`src/vme_pkg.sv`:
```
// Shared types and constants of the semivariogram model evaluator.
// Used by vme_div, vme_ratio, vme_exp and variogram_model_eval; depends on nothing.
package vme_pkg;

   // internal ratio format: unsigned, QI fraction bits
   localparam int QI = 30;
   localparam int XW = 33;            // divider numerator (3*h or h), integer part
   localparam int RW = 31;            // range width
   localparam int QW = 35;            // quotient width, q < 32.0
   localparam int TW = 36;            // exp argument width, MSB set means t >= 32.0
   localparam int PW = 31;            // exp factor width, <= 1.0
   localparam int GFW = 30;           // reduced argument width, < ln2
   localparam int SFW = 32;           // spherical factor width
   localparam int TAYLOR_N = 7;

   localparam logic [PW-1:0] ONE_I = PW'(64'd1 << QI);
   localparam logic [GFW-1:0] LN2_I = 30'd744261118;
   localparam int RECIP_SH = 40;
   localparam int RECIP_W = 11;
   localparam logic [RECIP_W-1:0] LN2_RECIP = RECIP_W'((64'd1 << RECIP_SH) / LN2_I);
   localparam int KMW = TW - 1 + RECIP_W;
   localparam int KW = KMW - RECIP_SH;

   localparam int DIV_LAT = QW;
   localparam int RAT_LAT = 3;
   localparam int EXP_LAT = 3 * TAYLOR_N + 3;

   typedef enum logic [2:0] {
      MODEL_LINEAR      = 3'd0,
      MODEL_PARABOLIC   = 3'd1,
      MODEL_EXPONENTIAL = 3'd2,
      MODEL_SPHERICAL   = 3'd3,
      MODEL_GAUSSIAN    = 3'd4
   } model_type;

   typedef enum logic [2:0] {
      REG_MODEL     = 3'd0,
      REG_NUGGET    = 3'd1,
      REG_PSILL     = 3'd2,
      REG_RANGE     = 3'd3,
      REG_SLOPE     = 3'd4,
      REG_INTERCEPT = 3'd5
   } csr_reg_type;

   typedef struct packed {
      logic signed [31:0] semivariance;
      logic               saturated;
   } rsp_word_type;

endpackage

```
`src/vme_ratio.sv`:
```
// Powers of the distance ratio: exp argument (q or 3*q^2) and spherical factor.
// Depends on vme_pkg. RAT_LAT pipeline stages, advances when en is high.
module vme_ratio import vme_pkg::*; (
   input  logic           clock,
   input  logic           en,
   input  logic           gauss_sel,
   input  logic [QW-1:0]  q_val,
   output logic [TW-1:0]  t_val,
   output logic [SFW-1:0] fsph_val
);

   logic [63:0]    sq_in, sq_ff;
   logic [QW-1:0]  qa_in, qa_ff;
   logic [33:0]    q2;
   logic [63:0]    cube_in, cube_ff;
   logic [TW-1:0]  tg_in, tg_ff;
   logic [QW-1:0]  qb_ff;
   logic [33:0]    q3;
   logic [33:0]    three_q;
   logic [33:0]    diff;
   logic [TW-1:0]  t_in, t_ff;
   logic [SFW-1:0] f_in, f_ff;

   always_comb begin
      sq_in   = 64'(q_val[31:0]) * 64'(q_val[31:0]);
      qa_in   = q_val;
      q2      = sq_ff[63:QI];
      cube_in = 64'(q2[31:0]) * 64'(qa_ff[31:0]);
      tg_in   = ({2'b0, q2} << 1) + {2'b0, q2};
      q3      = cube_ff[63:QI];
      three_q = ({2'b0, qb_ff[31:0]} << 1) + {2'b0, qb_ff[31:0]};
      diff    = three_q - q3;
      f_in    = diff[SFW:1];
      t_in    = gauss_sel ? tg_ff : {1'b0, qb_ff};
   end

   always_ff @(posedge clock) begin
      if (en) begin
         sq_ff   <= sq_in;
         qa_ff   <= qa_in;
         cube_ff <= cube_in;
         tg_ff   <= tg_in;
         qb_ff   <= qa_ff;
         t_ff    <= t_in;
         f_ff    <= f_in;
      end
   end

   assign t_val    = t_ff;
   assign fsph_val = f_ff;

endmodule

```
`config.mk`:
```
export PLATFORM = sky130hd
export DESIGN_NAME = vme_ratio
export DESIGN_NICKNAME = d
export VERILOG_FILES = /design/src/vme_pkg.sv /design/src/vme_ratio.sv
export SDC_FILE = /design/constraint.sdc
export NUM_CORES = 2
export LEC_CHECK = 0
export ABC_AREA = 1
export CAP_MARGIN = 30
export CORE_ASPECT_RATIO = 0.9
export CORE_MARGIN = 1
export CORE_UTILIZATION = 30
export CTS_CLUSTER_SIZE = 16
export DETAILED_ROUTE_END_ITERATION = 6
export DONT_BUFFER_PORTS = 1
export HOLD_SLACK_MARGIN = 0.08
export PLACE_DENSITY = 0.45
export SLEW_MARGIN = 20
export SYNTH_ARGS = -nofsm -noshare
export SYNTH_HDL_FRONTEND = slang
export SYNTH_SLANG_ARGS = --single-unit
export TNS_END_PERCENT = 5
```
`constraint.sdc`:
```
create_clock -name clock -period 21.9 [get_ports clock]
set_input_delay 5.475 -clock clock [delete_from_list [all_inputs] [get_ports clock]]
set_output_delay 5.475 -clock clock [all_outputs]
set_load 0.02 [all_outputs]
```
==> Yosys cells after proc, flatten, opt, wreduce, memory -nomap -nowiden <==
Cells that the tools add are included.
{ "totals": {"reg_bits": 301, "in_bits": 38, "out_inout_bits": 68, "elab_cells": 14} }
{ "classes": {"n_addsub": 3, "multipliers": 2, "n_mux": 1} }
{ "ops": {"columns": ["cell", "count"], "rows": [
  ["$mul 32x32->64", 1],
  ["$mul 32x32->63", 1],
  ["$add 35x34->36", 1],
  ["$mux 35", 1],
  ["$add 33x32->33", 1],
  ["$sub 33x33->33", 1]
]} }

==> Depth between registers and ports, before layout <==
{ "depth": {"depth_word": 2, "depth_mapped": 33, "mapped_depth_nobuf": 31} }

==> Worst setup path after synthesis <==
OpenSTA, ideal clock, no wires.
{ "synth_path": {"path_type": "input to register", "from": "input port q_val[14]", "to": "register sq_ff[63], data pin", "setup_time_ps": 252, "t_arrival_ps": 11568, "required_ps": 21648, "slack_ps": 10080, "stages": 29, "path_buffers": 2, "cell_sequence": "clkbuf_1 -> buf_1 -> nand2_1 -> fa_1 -> inv_1 -> fa_1 -> inv_1 -> fa_1 -> fa_1 -> inv_1 -> fa_1 -> inv_1 -> fa_1 -> inv_1 -> fa_1 -> inv_1 -> fa_1 -> inv_1 -> ha_1 -> a21oi_1 -> nand2_1 -> a21oi_1 -> nor2_1 -> nor2_1 -> nand2_1 -> nand2_1 -> nand2_1 -> nand2_1 -> nand2_1"} }
{ "synth_via": {"elab_chain_len": 1} }
{ "synth_lines": {"columns": ["item", "line_no", "rtl"], "rows": [
  ["from (decl)", "vme_ratio.sv:7", "input logic [QW-1:0] q_val,"],
  ["$mul 32x32->64", "vme_ratio.sv:25", "sq_in = 64'(q_val[31:0]) * 64'(q_val[31:0]);"],
  ["via sq_in[63]", "vme_ratio.sv:12", "logic [63:0] sq_in, sq_ff;"],
  ["to (signal assigned)", "vme_ratio.sv:39", "sq_ff <= sq_in;"],
  ["to (decl)", "vme_ratio.sv:12", null]
]} }
The timed path passes the listed nets, and every way through them passes these cells.
A chain may end at the register's enable or synchronous reset.

==> Worst setup path in the final report <==
{ "layout_path": {"from": "input port q_val[12]", "to": "register sq_ff[57], data pin"} }
Same word-level chain as after synthesis.

==> flow_summary.yaml <==
outcome:
  outcome: "completed"
worst_setup_path:
  max_stage_delay_ns: 0.56
  cp_max_fo: 35
  cp.required_ns: 22.25
  critPathCaptureType: "flop"
  critPathLaunchType: "input port"
  critPathKind: "input port to flop"
  cp.arrival_ns: 11.78
  r2r_cells: 23
  slowest_stage: "fa_1"
  ff2ff_setup_slack_ns: 14.00
  crit_path_frequent_cell: "fa_1"
  reg2reg_from: "sq_ff[40]$_DFFE_PP_"
  reg2reg_to: "cube_ff[30]$_DFFE_PP_"
  path_delay_family: "adder cells"
  crit_buf_inv: 6
floorplanning:
  die_area_mm2: 0.2645
  io_pins: 106
  core_area_mm2: 0.2612
  fp.dieW_um: 542.0
  rows: 178
  start_util: 0.3014
  die_y_um: 488.0
sta:
  rsz0062_at_grt: "false"
  period_minus_slack_ns: 11.43
  fin_worst_skew_ns: 0.03742
  setup_viol: 0
  fin_setup_tns_ns: 0
  fin_crit_sh: 0.5219
  relSlewSlack: 0.4228
  slew_violations: 0
  worst_pin_slew_ns: 0.8658
  fmax_mhz: 87.49
  hold_viol_final: 0
yosys:
  synth_nets: 12289
  netlist_area_mm2: 0.07873
  synth-seq-area-share: 0.09192
  synth_top_area_share: 0.4369
  yosys.area.top_type: "fa_1"
  synth_area_leaders: "fa_1 (44%), inv_1 (15%), nand2_1 (12%)"
  ys_types: 37
  syn_area_per_cell_um2: 7.941
  syn_inst: 9914
  synth_seq_cells: 241
  yosysWarnings: 0
clocking:
  cts_root_buffer: "clkbuf_16"
  cts_max_level: 2
  cts.sinks: 241
  cts_tree: "built"
  hold_buffers: 0
  clock_latency_ns: 0.62
  cts.path.max_buffers: 3
  post_cts_buffers: 0
  cts_made_buffers: 34
  clkTransAtPathRegs_ns: 0.07
  ctsResizeCount: 0
grt:
  grt_first_pass_wirelength_mm: 396.9
  grtUsageTotal: 0.1981
  grt_pass1_vias: 65593
  grt_overflow_total: 0
  antenna_found_initial: 6
  grt_max_degree: 242
placement:
  placed_area_mm2: 0.08249
  dp_hpwl_mm: 201.6
  gp_congestion: 0.9031
  port_buffers: 0
route:
  drc: 0
  num_vias: 59570
  ant_nets: 0
  drtIter0Drc: 3674
  first_pass_iters: 5
  wire_per_inst_um: 19.32
  vias_per_cell: 4.494
  routed_wl_mm: 256.1
hold_path:
  hp-start: "qa_ff[34]$_DFFE_PP_"
  min_to: "qb_ff[34]$_DFFE_PP_"
  hold_class: "flop to flop"
  holdPathStages: 0
cells_and_area:
  fin_nets: 12091
  final_area_mm2: 0.08358
  fillerInstances: 27993
  synthToLayoutAreaGrowth_pct: 6.165
  layout_common_cells: "inv_1 (3245), nand2_1 (2608), fa_1 (1718)"
  final_common_cell: "inv_1"
  drive_gt1_frac: 0.01519
run:
  cap_violations: 0
## layout make-up
type                       count  area, um2  area share
inverter                    3245      12180      0.1457
antenna                        4      10.01   0.0001198
clock inverter                22      209.0    0.002500
clock buffer                  39      869.6     0.01040
tap                         3510       4392     0.05254
multi-input combinational   6126      58170      0.6960
sequential                   241       7237     0.08658
timing repair buffer          68      510.5    0.006108
## worst max-delay path by stage
stage,endpoint,cells after the start,start,slack (ns)
final,sq_ff[57]$_DFFE_PP_,25,q_val[12],10.47
after global routing,sq_ff[57]$_DFFE_PP_,25,q_val[12],10.18
after CTS,sq_ff[49]$_DFFE_PP_,22,q_val[19],10.52
after detailed placement,sq_ff[62]$_DFFE_PP_,25,q_val[12],9.92
after global placement,sq_ff[62]$_DFFE_PP_,25,q_val[12],9.89
after floorplan,sq_ff[63]$_DFFE_PP_,29,q_val[14],10.08
## cell families (layout without fill, tap and decap cells)
kind of cell,count (synthesis),count (layout),synth area share
other,0,4,0
flip-flops,241,241,0.09192
AO/OA/AOI/OAI,478,478,0.03334
multiplexers,3,3,0.0004291
AND/OR/NAND/NOR,3202,3202,0.1581
XOR/XNOR,106,106,0.01179
buffers and inverters,3547,3374,0.1692
adder cells (fa/ha/maj),2337,2337,0.5352
## stage by stage
stage	worst slack (ns)	utilization	std cells	hold slack, ns
finish	10.47	0.3199	13255	0.4308
global route	10.18	0.3199	13251	0.4390
global placement	9.889	0.3158	13190	0.4057
floorplan	10.08	-	9914	0.4003
CTS	10.52	0.3199	13251	0.4327
detailed placement	9.921	0.3158	13190	0.4124
## cell usage after synthesis, drive strengths merged
cell type and count:
ha 619, a31o 6, nor3 33, a21o 18
edfxtp 241, mux2 3, a21boi 5, inv 3245
o21ai 158, and2 3, nand2b 1, o21a 6
a21oi 232, or2 8, clkbuf 285, nand3b 7
o211ai 1, nor4 6, a31oi 8, o21bai 44
fa 1718, nand2 2611, buf 17, nor2 334
xnor2 31, xor2 75, nand4 34, nand3 164
and3 1
## layer usage
| metal | GRT usage | wire length (um) |
|---|---|---|
| met2 | 0.3258 | 116800 |
| met4 | 0.03586 | 4832 |
| met3 | 0.02009 | 13430 |
| met1 | 0.2829 | 121000 |
| met5 | 0 | 0 |
## worst register-to-register path, cell delays in order (launching register included)
cell	delay [ns]
edfxtp_1	0.71
buf_4	0.60
nand2_1	0.16
inv_1	0.10
fa_1	0.42
inv_1	0.09
fa_1	0.39
inv_1	0.08
fa_1	0.45
fa_1	0.58
fa_1	0.61
fa_1	0.46
fa_1	0.50
inv_1	0.05
fa_1	0.63
inv_1	0.09
ha_1	0.32
nand2_1	0.15
inv_1	0.05
a21oi_1	0.23
nand2_1	0.16
a21oi_1	0.14
nand2_1	0.21
xor2_1	0.46
## flip-flops by register name, indices dropped and copies added, names as in the netlist
name,flops
sq_ff,35
cube_ff,33
tg_ff,36
qa_ff,34
fsph_val,32
t_val,36
qb_ff,35
Power is not shown: default switching activity piles up to over one toggle a cycle in this logic, so the estimate is an artifact.
