### src/vme_pkg.sv
// Shared types and constants of the semivariogram model evaluator.
// Used by vme_div, vme_ratio, vme_exp and variogram_model_eval; depends on nothing.
package vme_pkg;

   // internal ratio format: unsigned, QI fraction bits
   localparam int QI = 30;
   localparam int XW = 33;            // divider numerator (3*h or h), integer part
   localparam int RW = 31;            // range width
   localparam int QW = 35;            // quotient width, q < 32.0
   localparam int TW = 36;            // exp argument width, MSB set means t >= 32.0
   localparam int PW = 31;            // exp factor width, <= 1.0
   localparam int GFW = 30;           // reduced argument width, < ln2
   localparam int SFW = 32;           // spherical factor width
   localparam int TAYLOR_N = 7;

   localparam logic [PW-1:0] ONE_I = PW'(64'd1 << QI);
   localparam logic [GFW-1:0] LN2_I = 30'd744261118;
   localparam int RECIP_SH = 40;
   localparam int RECIP_W = 11;
   localparam logic [RECIP_W-1:0] LN2_RECIP = RECIP_W'((64'd1 << RECIP_SH) / LN2_I);
   localparam int KMW = TW - 1 + RECIP_W;
   localparam int KW = KMW - RECIP_SH;

   localparam int DIV_LAT = QW;
   localparam int RAT_LAT = 3;
   localparam int EXP_LAT = 3 * TAYLOR_N + 3;

   typedef enum logic [2:0] {
      MODEL_LINEAR      = 3'd0,
      MODEL_PARABOLIC   = 3'd1,
      MODEL_EXPONENTIAL = 3'd2,
      MODEL_SPHERICAL   = 3'd3,
      MODEL_GAUSSIAN    = 3'd4
   } model_type;

   typedef enum logic [2:0] {
      REG_MODEL     = 3'd0,
      REG_NUGGET    = 3'd1,
      REG_PSILL     = 3'd2,
      REG_RANGE     = 3'd3,
      REG_SLOPE     = 3'd4,
      REG_INTERCEPT = 3'd5
   } csr_reg_type;

   typedef struct packed {
      logic signed [31:0] semivariance;
      logic               saturated;
   } rsp_word_type;

endpackage

### src/vme_div.sv
// Pipelined restoring divider: q = (x << QI) / range, one quotient bit per stage.
// Depends on vme_pkg. DIV_LAT pipeline stages, advances when en is high.
module vme_div import vme_pkg::*; (
   input  logic          clock,
   input  logic          en,
   input  logic [XW-1:0] x_val,
   input  logic [RW-1:0] range_val,
   output logic [QW-1:0] q_val
);

   localparam int SB = QW - QI;   // numerator bits still to shift in

   logic [RW:0]   rem_c [QW+1];
   logic [SB-1:0] nb_c  [QW+1];
   logic [QW-1:0] quo_c [QW+1];

   assign rem_c[0] = (RW+1)'(x_val >> SB);
   assign nb_c[0]  = x_val[SB-1:0];
   assign quo_c[0] = '0;

   for (genvar s = 0; s < QW; s++) begin : g_stage
      logic [RW:0]   tr;
      logic          ge;
      logic [RW:0]   rem_in, rem_ff;
      logic [SB-1:0] nb_in, nb_ff;
      logic [QW-1:0] quo_in, quo_ff;

      always_comb begin
         tr     = {rem_c[s][RW-1:0], nb_c[s][SB-1]};
         ge     = tr >= {1'b0, range_val};
         rem_in = ge ? tr - {1'b0, range_val} : tr;
         nb_in  = nb_c[s] << 1;
         quo_in = {quo_c[s][QW-2:0], ge};
      end

      always_ff @(posedge clock) begin
         if (en) begin
            rem_ff <= rem_in;
            nb_ff  <= nb_in;
            quo_ff <= quo_in;
         end
      end

      assign rem_c[s+1] = rem_ff;
      assign nb_c[s+1]  = nb_ff;
      assign quo_c[s+1] = quo_ff;
   end

   assign q_val = quo_c[QW];

endmodule

### config.mk
export PLATFORM = sky130hd
export DESIGN_NAME = vme_div
export DESIGN_NICKNAME = d
export VERILOG_FILES = /design/src/vme_pkg.sv /design/src/vme_div.sv
export SDC_FILE = /design/constraint.sdc
export NUM_CORES = 2
export LEC_CHECK = 0
export BUFFER_PORTS_ARGS = -buffer_cell sky130_fd_sc_hd__buf_2
export CAP_MARGIN = 10
export CELL_PAD_IN_SITES_DETAIL_PLACEMENT = 2
export CELL_PAD_IN_SITES_GLOBAL_PLACEMENT = 2
export CORE_MARGIN = 2
export CORE_UTILIZATION = 44
export CTS_CLUSTER_DIAMETER = 40
export CTS_CLUSTER_SIZE = 25
export DETAILED_ROUTE_END_ITERATION = 10
export GPL_ROUTABILITY_DRIVEN = 0
export PLACE_DENSITY_LB_ADDON = 0.1
export SLEW_MARGIN = 30
export SYNTH_ARGS = -nofsm -noshare
export SYNTH_HDL_FRONTEND = slang
export SYNTH_SLANG_ARGS = --single-unit
### constraint.sdc
create_clock -name clock -period 8.9 [get_ports clock]
set_input_delay 0.89 -clock clock [delete_from_list [all_inputs] [get_ports clock]]
set_output_delay 0.89 -clock clock [all_outputs]
set_load 0.005 [all_outputs]
# [After elaboration in Yosys (flattened, before gate mapping)]
# Cells that the tools add are included.
[totals] reg_bits=1694 in_bits=66 output_inout_bits=35 elab_cells=206
[op_classes] addsub=34 magnitude_cmp=35 mux=34
[op_table] op="$ge 32x31->1" count=34
[op_table] op="$mux 31" count=33
[op_table] op="$sub 31x31->31" count=33
[op_table] op="$ge 29x31->1" count=1
[op_table] op="$sub 29x31->31" count=1
[op_table] op="$mux 29" count=1

# [Longest topological paths before layout]
[depth] word_depth=2 mapped_depth=18 mapped_depth_nobuf=14

# [Least setup slack after synthesis]
# OpenSTA, ideal clock, no wires.
[synth_timing] path_kind="input to register" startpoint="input port range_val[0]" endpoint="register g_stage[21].rem_ff[22], data pin" setup_time_ps=260 arrival_time_ps=6746 t_required_ps=8640 slack_ps=1895 path_stages=16 cell_sequence="inv_1 -> clkbuf_1 -> clkbuf_1 -> fa_1 -> a21o_1 -> a21oi_1 -> nand2b_1 -> a211oi_1 -> a21o_1 -> nor3_1 -> o31ai_1 -> a21oi_1 -> a211o_1 -> nand2_1 -> buf_2 -> mux2_2"
[synth_via] elab_chain_cells=2 word_cells_on_any_way=3
[synth_rtl] item="start, declared" line="vme_div.sv:7" rtl="input logic [RW-1:0] range_val,"
[synth_rtl] item="$ge 32x31->1" line="vme_div.sv:30" rtl="ge = tr >= {1'b0, range_val};"
[synth_rtl] item="named net g_stage[21].ge" line="vme_div.sv:23" rtl="logic ge;"
[synth_rtl] item="$mux 31" line="vme_div.sv:31" rtl="rem_in = ge ? tr - {1'b0, range_val} : tr;"
[synth_rtl] item="named net g_stage[21].rem_in[22]" line="vme_div.sv:24" rtl="logic [RW:0] rem_in, rem_ff;"
[synth_rtl] item="end signal, assigned" line="vme_div.sv:38" rtl="rem_ff <= rem_in;"
[synth_rtl] item="end, declared" line="vme_div.sv:24"
# The timed path passes the listed nets, and every way through them passes these cells.
# A chain may end at the register's enable or synchronous reset.

# [Final worst setup path]
[layout_timing] startpoint="input port range_val[0]" endpoint="register g_stage[24].rem_ff[9], data pin"
[layout_via] elab_chain_cells=2 word_cells_on_any_way=3
[layout_rtl] item="$sub 31x31->31 or $ge 32x31->1 (tied branches)" line="vme_div.sv:31, vme_div.sv:30"
[layout_rtl] item="$mux 31 *" line="vme_div.sv:31"
[layout_rtl] item="named net g_stage[24].rem_in[9]" line="vme_div.sv:24"
[layout_rtl] item="end signal, assigned" line="vme_div.sv:38"
[layout_rtl] item="end, declared" line="vme_div.sv:24"
# Mark *: on every way through the listed nets, which the timed path passes. The rest lies on a longest branch.

==> impl_metrics.py <==
metrics = {
    "sta": {
        "tns_ns": 0,
        "worst_pin_slew_ns": 1.06,
        "skew_ns": 0.0616,
        "relSlewSlack_pct": 29.3,
        "max_freq_ghz": 0.178,
        "drv_slew": 0,
        "fin_crit_sh_pct": 63.2,
        "min_period_ns": 5.63,
        "hold_viol_final": 0,
        "rsz0062_at_grt": "no",
        "setup_viol": 0,
    },
    "place": {
        "port-buffer-count": 100,
        "dp_hpwl_microns": 286000,
    },
    "worst_setup_path": {
        "reg2reg_slack_ns": 4.11,
        "cp_top_family": "compound AO/OA/AOI/OAI gates",
        "cp_num_buf_inv": 4,
        "cp.arrival_ns": 6.22,
        "path_cells": "buf_4 > inv_4 > buf_12 > fa_1 > a21o_1 > a211oi_1 > o21ai_0 > a21oi_1 > o311ai_0 > a21o_1 > o21a_1 > o21ai_0 > nand3_2 > buf_4 > mux2_2",
        "cp_slowest_cell": "fa_1",
        "startpoint_type": "input port",
        "crit_type": "in2reg",
        "slowest_delay_ns": 0.51,
        "path_max_fanout": 40,
        "worstPathRequired_ns": 9.49,
        "cp-end-kind": "flop",
    },
    "floorplanning": {
        "core-area_sq_um": 256000,
        "rows": 186,
        "pin_count": 101,
        "die_y_microns": 512,
        "start_util_pct": 44.2,
        "die_w_microns": 512,
        "dieArea_sq_um": 262000,
    },
    "yosys": {
        "synth_ff_type": "edfxtp_1",
        "synthCells": 10500,
        "synth_cell_types": 94,
        "syn_area_sq_um": 113000,
        "synth_edf_count": 1694,
        "synth_warnings": 0,
        "yosys-top-cells-area": "edfxtp_1 45%, ha_1 12%, a21oi_1 4.9%, mux2_2 4.8%, xnor2_1 4.3%",
        "synth_fp_nets": 11700,
        "yosysTopAreaCellShare_pct": 44.9,
        "yosys.area.top_type": "edfxtp_1",
        "ys_seq_elements": 1694,
        "ys_seq_area_share_pct": 44.9,
        "async_reset_ff_share_pct": 0,
        "postSynthAreaPerCell_sq_um": 10.8,
    },
    "worst_hold_path": {
        "hp-class": "in2reg",
    },
    "routing": {
        "remaining_drc_errors": 0,
        "drtIter0Drc": 6095,
        "antenna_left": 0,
        "dr.pass1.iters": 6,
        "via_per_inst": 6.18,
        "routedWlPerCell_microns": 28.8,
        "vias": 89400,
        "wl_microns": 416000,
    },
    "cells_and_area": {
        "register_area_sq_um": 50900,
        "fill_cells": 25600,
        "area_delta_synth_final_pct": 14.8,
        "fin_nets": 12000,
        "drive_gt1_share_pct": 12.9,
        "multiInputGateArea_sq_um": 60600,
        "final_core_util_pct": 50.7,
    },
    "clock_tree": {
        "numClockSinks": 1694,
        "postCtsHoldBufs": 0,
        "cts_root_buf": "clkbuf_16",
        "cts_tree": "yes",
        "clk_latency_ns": 0.90,
        "post-cts-setup-buffer-count": 0,
        "cts.path.max_buffers": 4,
        "clkTransAtPathRegs_ns": 0.05,
        "cts_made_buffers": 339,
        "cts-htree-levels": 5,
        "post_cts_resized": 0,
    },
    "pwr": {
        "p_int_w": 0.0341,
        "vdd_drop_max_mv": 0.200,
        "p_sw_w": 0.0244,
        "pwr-share-clk_pct": 22.9,
        "powerDensity_nw_per_um2": 449,
        "total_power_w": 0.0585,
        "p_leak_nw": 51.8,
        "seqPwrFrac_pct": 27.4,
        "p_comb_share_pct": 49.7,
        "sw_frac_of_total_pct": 41.7,
    },
    "global_routing": {
        "grtUsageTotal_pct": 31.1,
        "grt_pass1_wl_microns": 630000,
        "grt_remaining_overflow": 0,
        "grt_max_degree": 170,
        "antenna_found_initial": 13,
        "grt_pass1_vias": 98700,
    },
    "flow_run": {
        "maxCapViolations": 0,
    },
    "status": {
        "status": "completed",
    },
}
==> worst register-to-register path: stages (launching register included) <==
cell,delay (ns)
edfxtp_1,0.42
fa_1,0.45
a21o_1,0.22
a21oi_1,0.32
o21bai_1,0.16
a2111oi_0,0.62
nor2_1,0.18
nor2_1,0.15
o211a_1,0.19
o21bai_1,0.09
a41o_1,0.27
a211oi_4,0.65
buf_4,0.41
mux2_2,0.40
==> cell families (layout without fill, tap and decap cells) <==
| group | after synthesis | in the layout | synth area share [%] |
|---|---|---|---|
| compound gates | 3275 | 3275 | 18.1 |
| simple gates | 2467 | 2467 | 10.4 |
| flops | 1694 | 1694 | 44.9 |
| fa+ha+maj | 1116 | 1116 | 12.5 |
| xor+xnor | 901 | 901 | 6.96 |
| mux | 526 | 526 | 5.30 |
| buf+inv | 524 | 1093 | 1.85 |
| other cells | 0 | 3 | 0 |
==> through the flow <==
step	hold slack [ns]	setup slack, ns	instances	cell area, sq um
6_report	0.199	3.27	14500	130000
5_1_grt	0.168	3.03	14500	130000
4_1_cts	0.140	3.20	14500	130000
3_5_place_dp	0.405	2.34	13800	118000
3_3_place_gp	0.401	2.65	13800	118000
2_1_floorplan	0.400	1.89	10500	113000
==> flip-flops by register name, summed over array words and instances, names as in the netlist <==
| name | count |
|---|---|
| q_val | 35 |
| g_stage.quo_ff | 595 |
| g_stage.nb_ff | 10 |
| g_stage.rem_ff | 1054 |
==> final cells by class <==
class	instances	area share [%]
flip-flops and latches	1694	39.1
diodes	3	0.00577
clock buffers	366	6.70
repair buffers	205	1.18
inverters	275	0.819
clock inverters	247	2.36
multi-input cells	8285	46.6
well taps	3384	3.25
==> power by group through the flow <==
stage | sequential, W | clock, W | combinational, W
finish | 0.0160 | 0.0134 | 0.0290
floorplan | 0.0143 | 0 | 0.0210
detailed placement | 0.0160 | 0 | 0.0278
CTS | 0.0160 | 0.0136 | 0.0288
global placement | 0.0159 | 0 | 0.0259
global route | 0.0162 | 0.0139 | 0.0318
==> synthesized netlist by cell type (all sizes together), types with 20 or more instances <==
master / number
nand2b: 139
o21a: 146
clkbuf: 172
inv: 275
xor2: 347
fa: 34
nor2b: 150
nand3: 191
xnor2: 554
o21ai: 704
nand4: 144
nor3b: 23
o21bai: 128
nor3: 132
a221oi: 25
a21o: 550
nor2: 686
edfxtp: 1694
a31oi: 109
o31a: 22
ha: 1082
o41ai: 20
mux2: 511
o211ai: 51
a211o: 28
a41oi: 23
a211oi: 65
or2: 41
a2111oi: 27
o31ai: 74
nand2: 695
and4: 21
or3: 38
and2: 50
a31o: 24
buf: 77
a21oi: 1105
a21boi: 37
and3: 85
nor4: 28
==> metal layers <==
metal,wire length [microns],part of all wire (%),global-route usage [%],up-vias
li1,-,-,-,40600
met1,170000,41,38.1,45700
met2,207000,50,54.6,2154
met3,17600,4.2,3.60,929
met4,20800,5.0,14.2,10
met5,62,0.015,0,-
==> cell usage in the layout, fill, tap and decap left out, types with 64 or more instances in the layout <==
cell type     n
nor3_1      131
nand4_1     144
buf_4        88
ha_1       1082
xor2_1      347
clkbuf_16   345
o31ai_1      72
clkinv_2     64
xnor2_1     554
o21ai_0     686
and3_1       82
nand2_1     694
o21a_1      146
nor2_1      686
a21o_1      550
a31oi_1     106
a21oi_1    1102
nand2b_1    139
mux2_2      483
buf_2        98
o21bai_1    127
nor2b_1     150
edfxtp_1   1694
nand3_1     187
inv_1       244
==> path summary, 6_finish.rpt <==
path | cells after the start | from | to
setup reg to reg | 13 | g_stage[29].rem_ff[0]$_SDFFCE_PN0P_ | g_stage[30].rem_ff[4]$_DFFE_PP_
hold reg to reg | 0 | g_stage[24].quo_ff[17]$_DFFE_PP_ | g_stage[25].quo_ff[18]$_DFFE_PP_
hold / removal | 1 | x_val[1] | g_stage[0].nb_ff[2]$_DFFE_PP_
setup / recovery | 15 | range_val[0] | g_stage[24].rem_ff[9]$_DFFE_PP_
(Power assumes the default switching activity.)
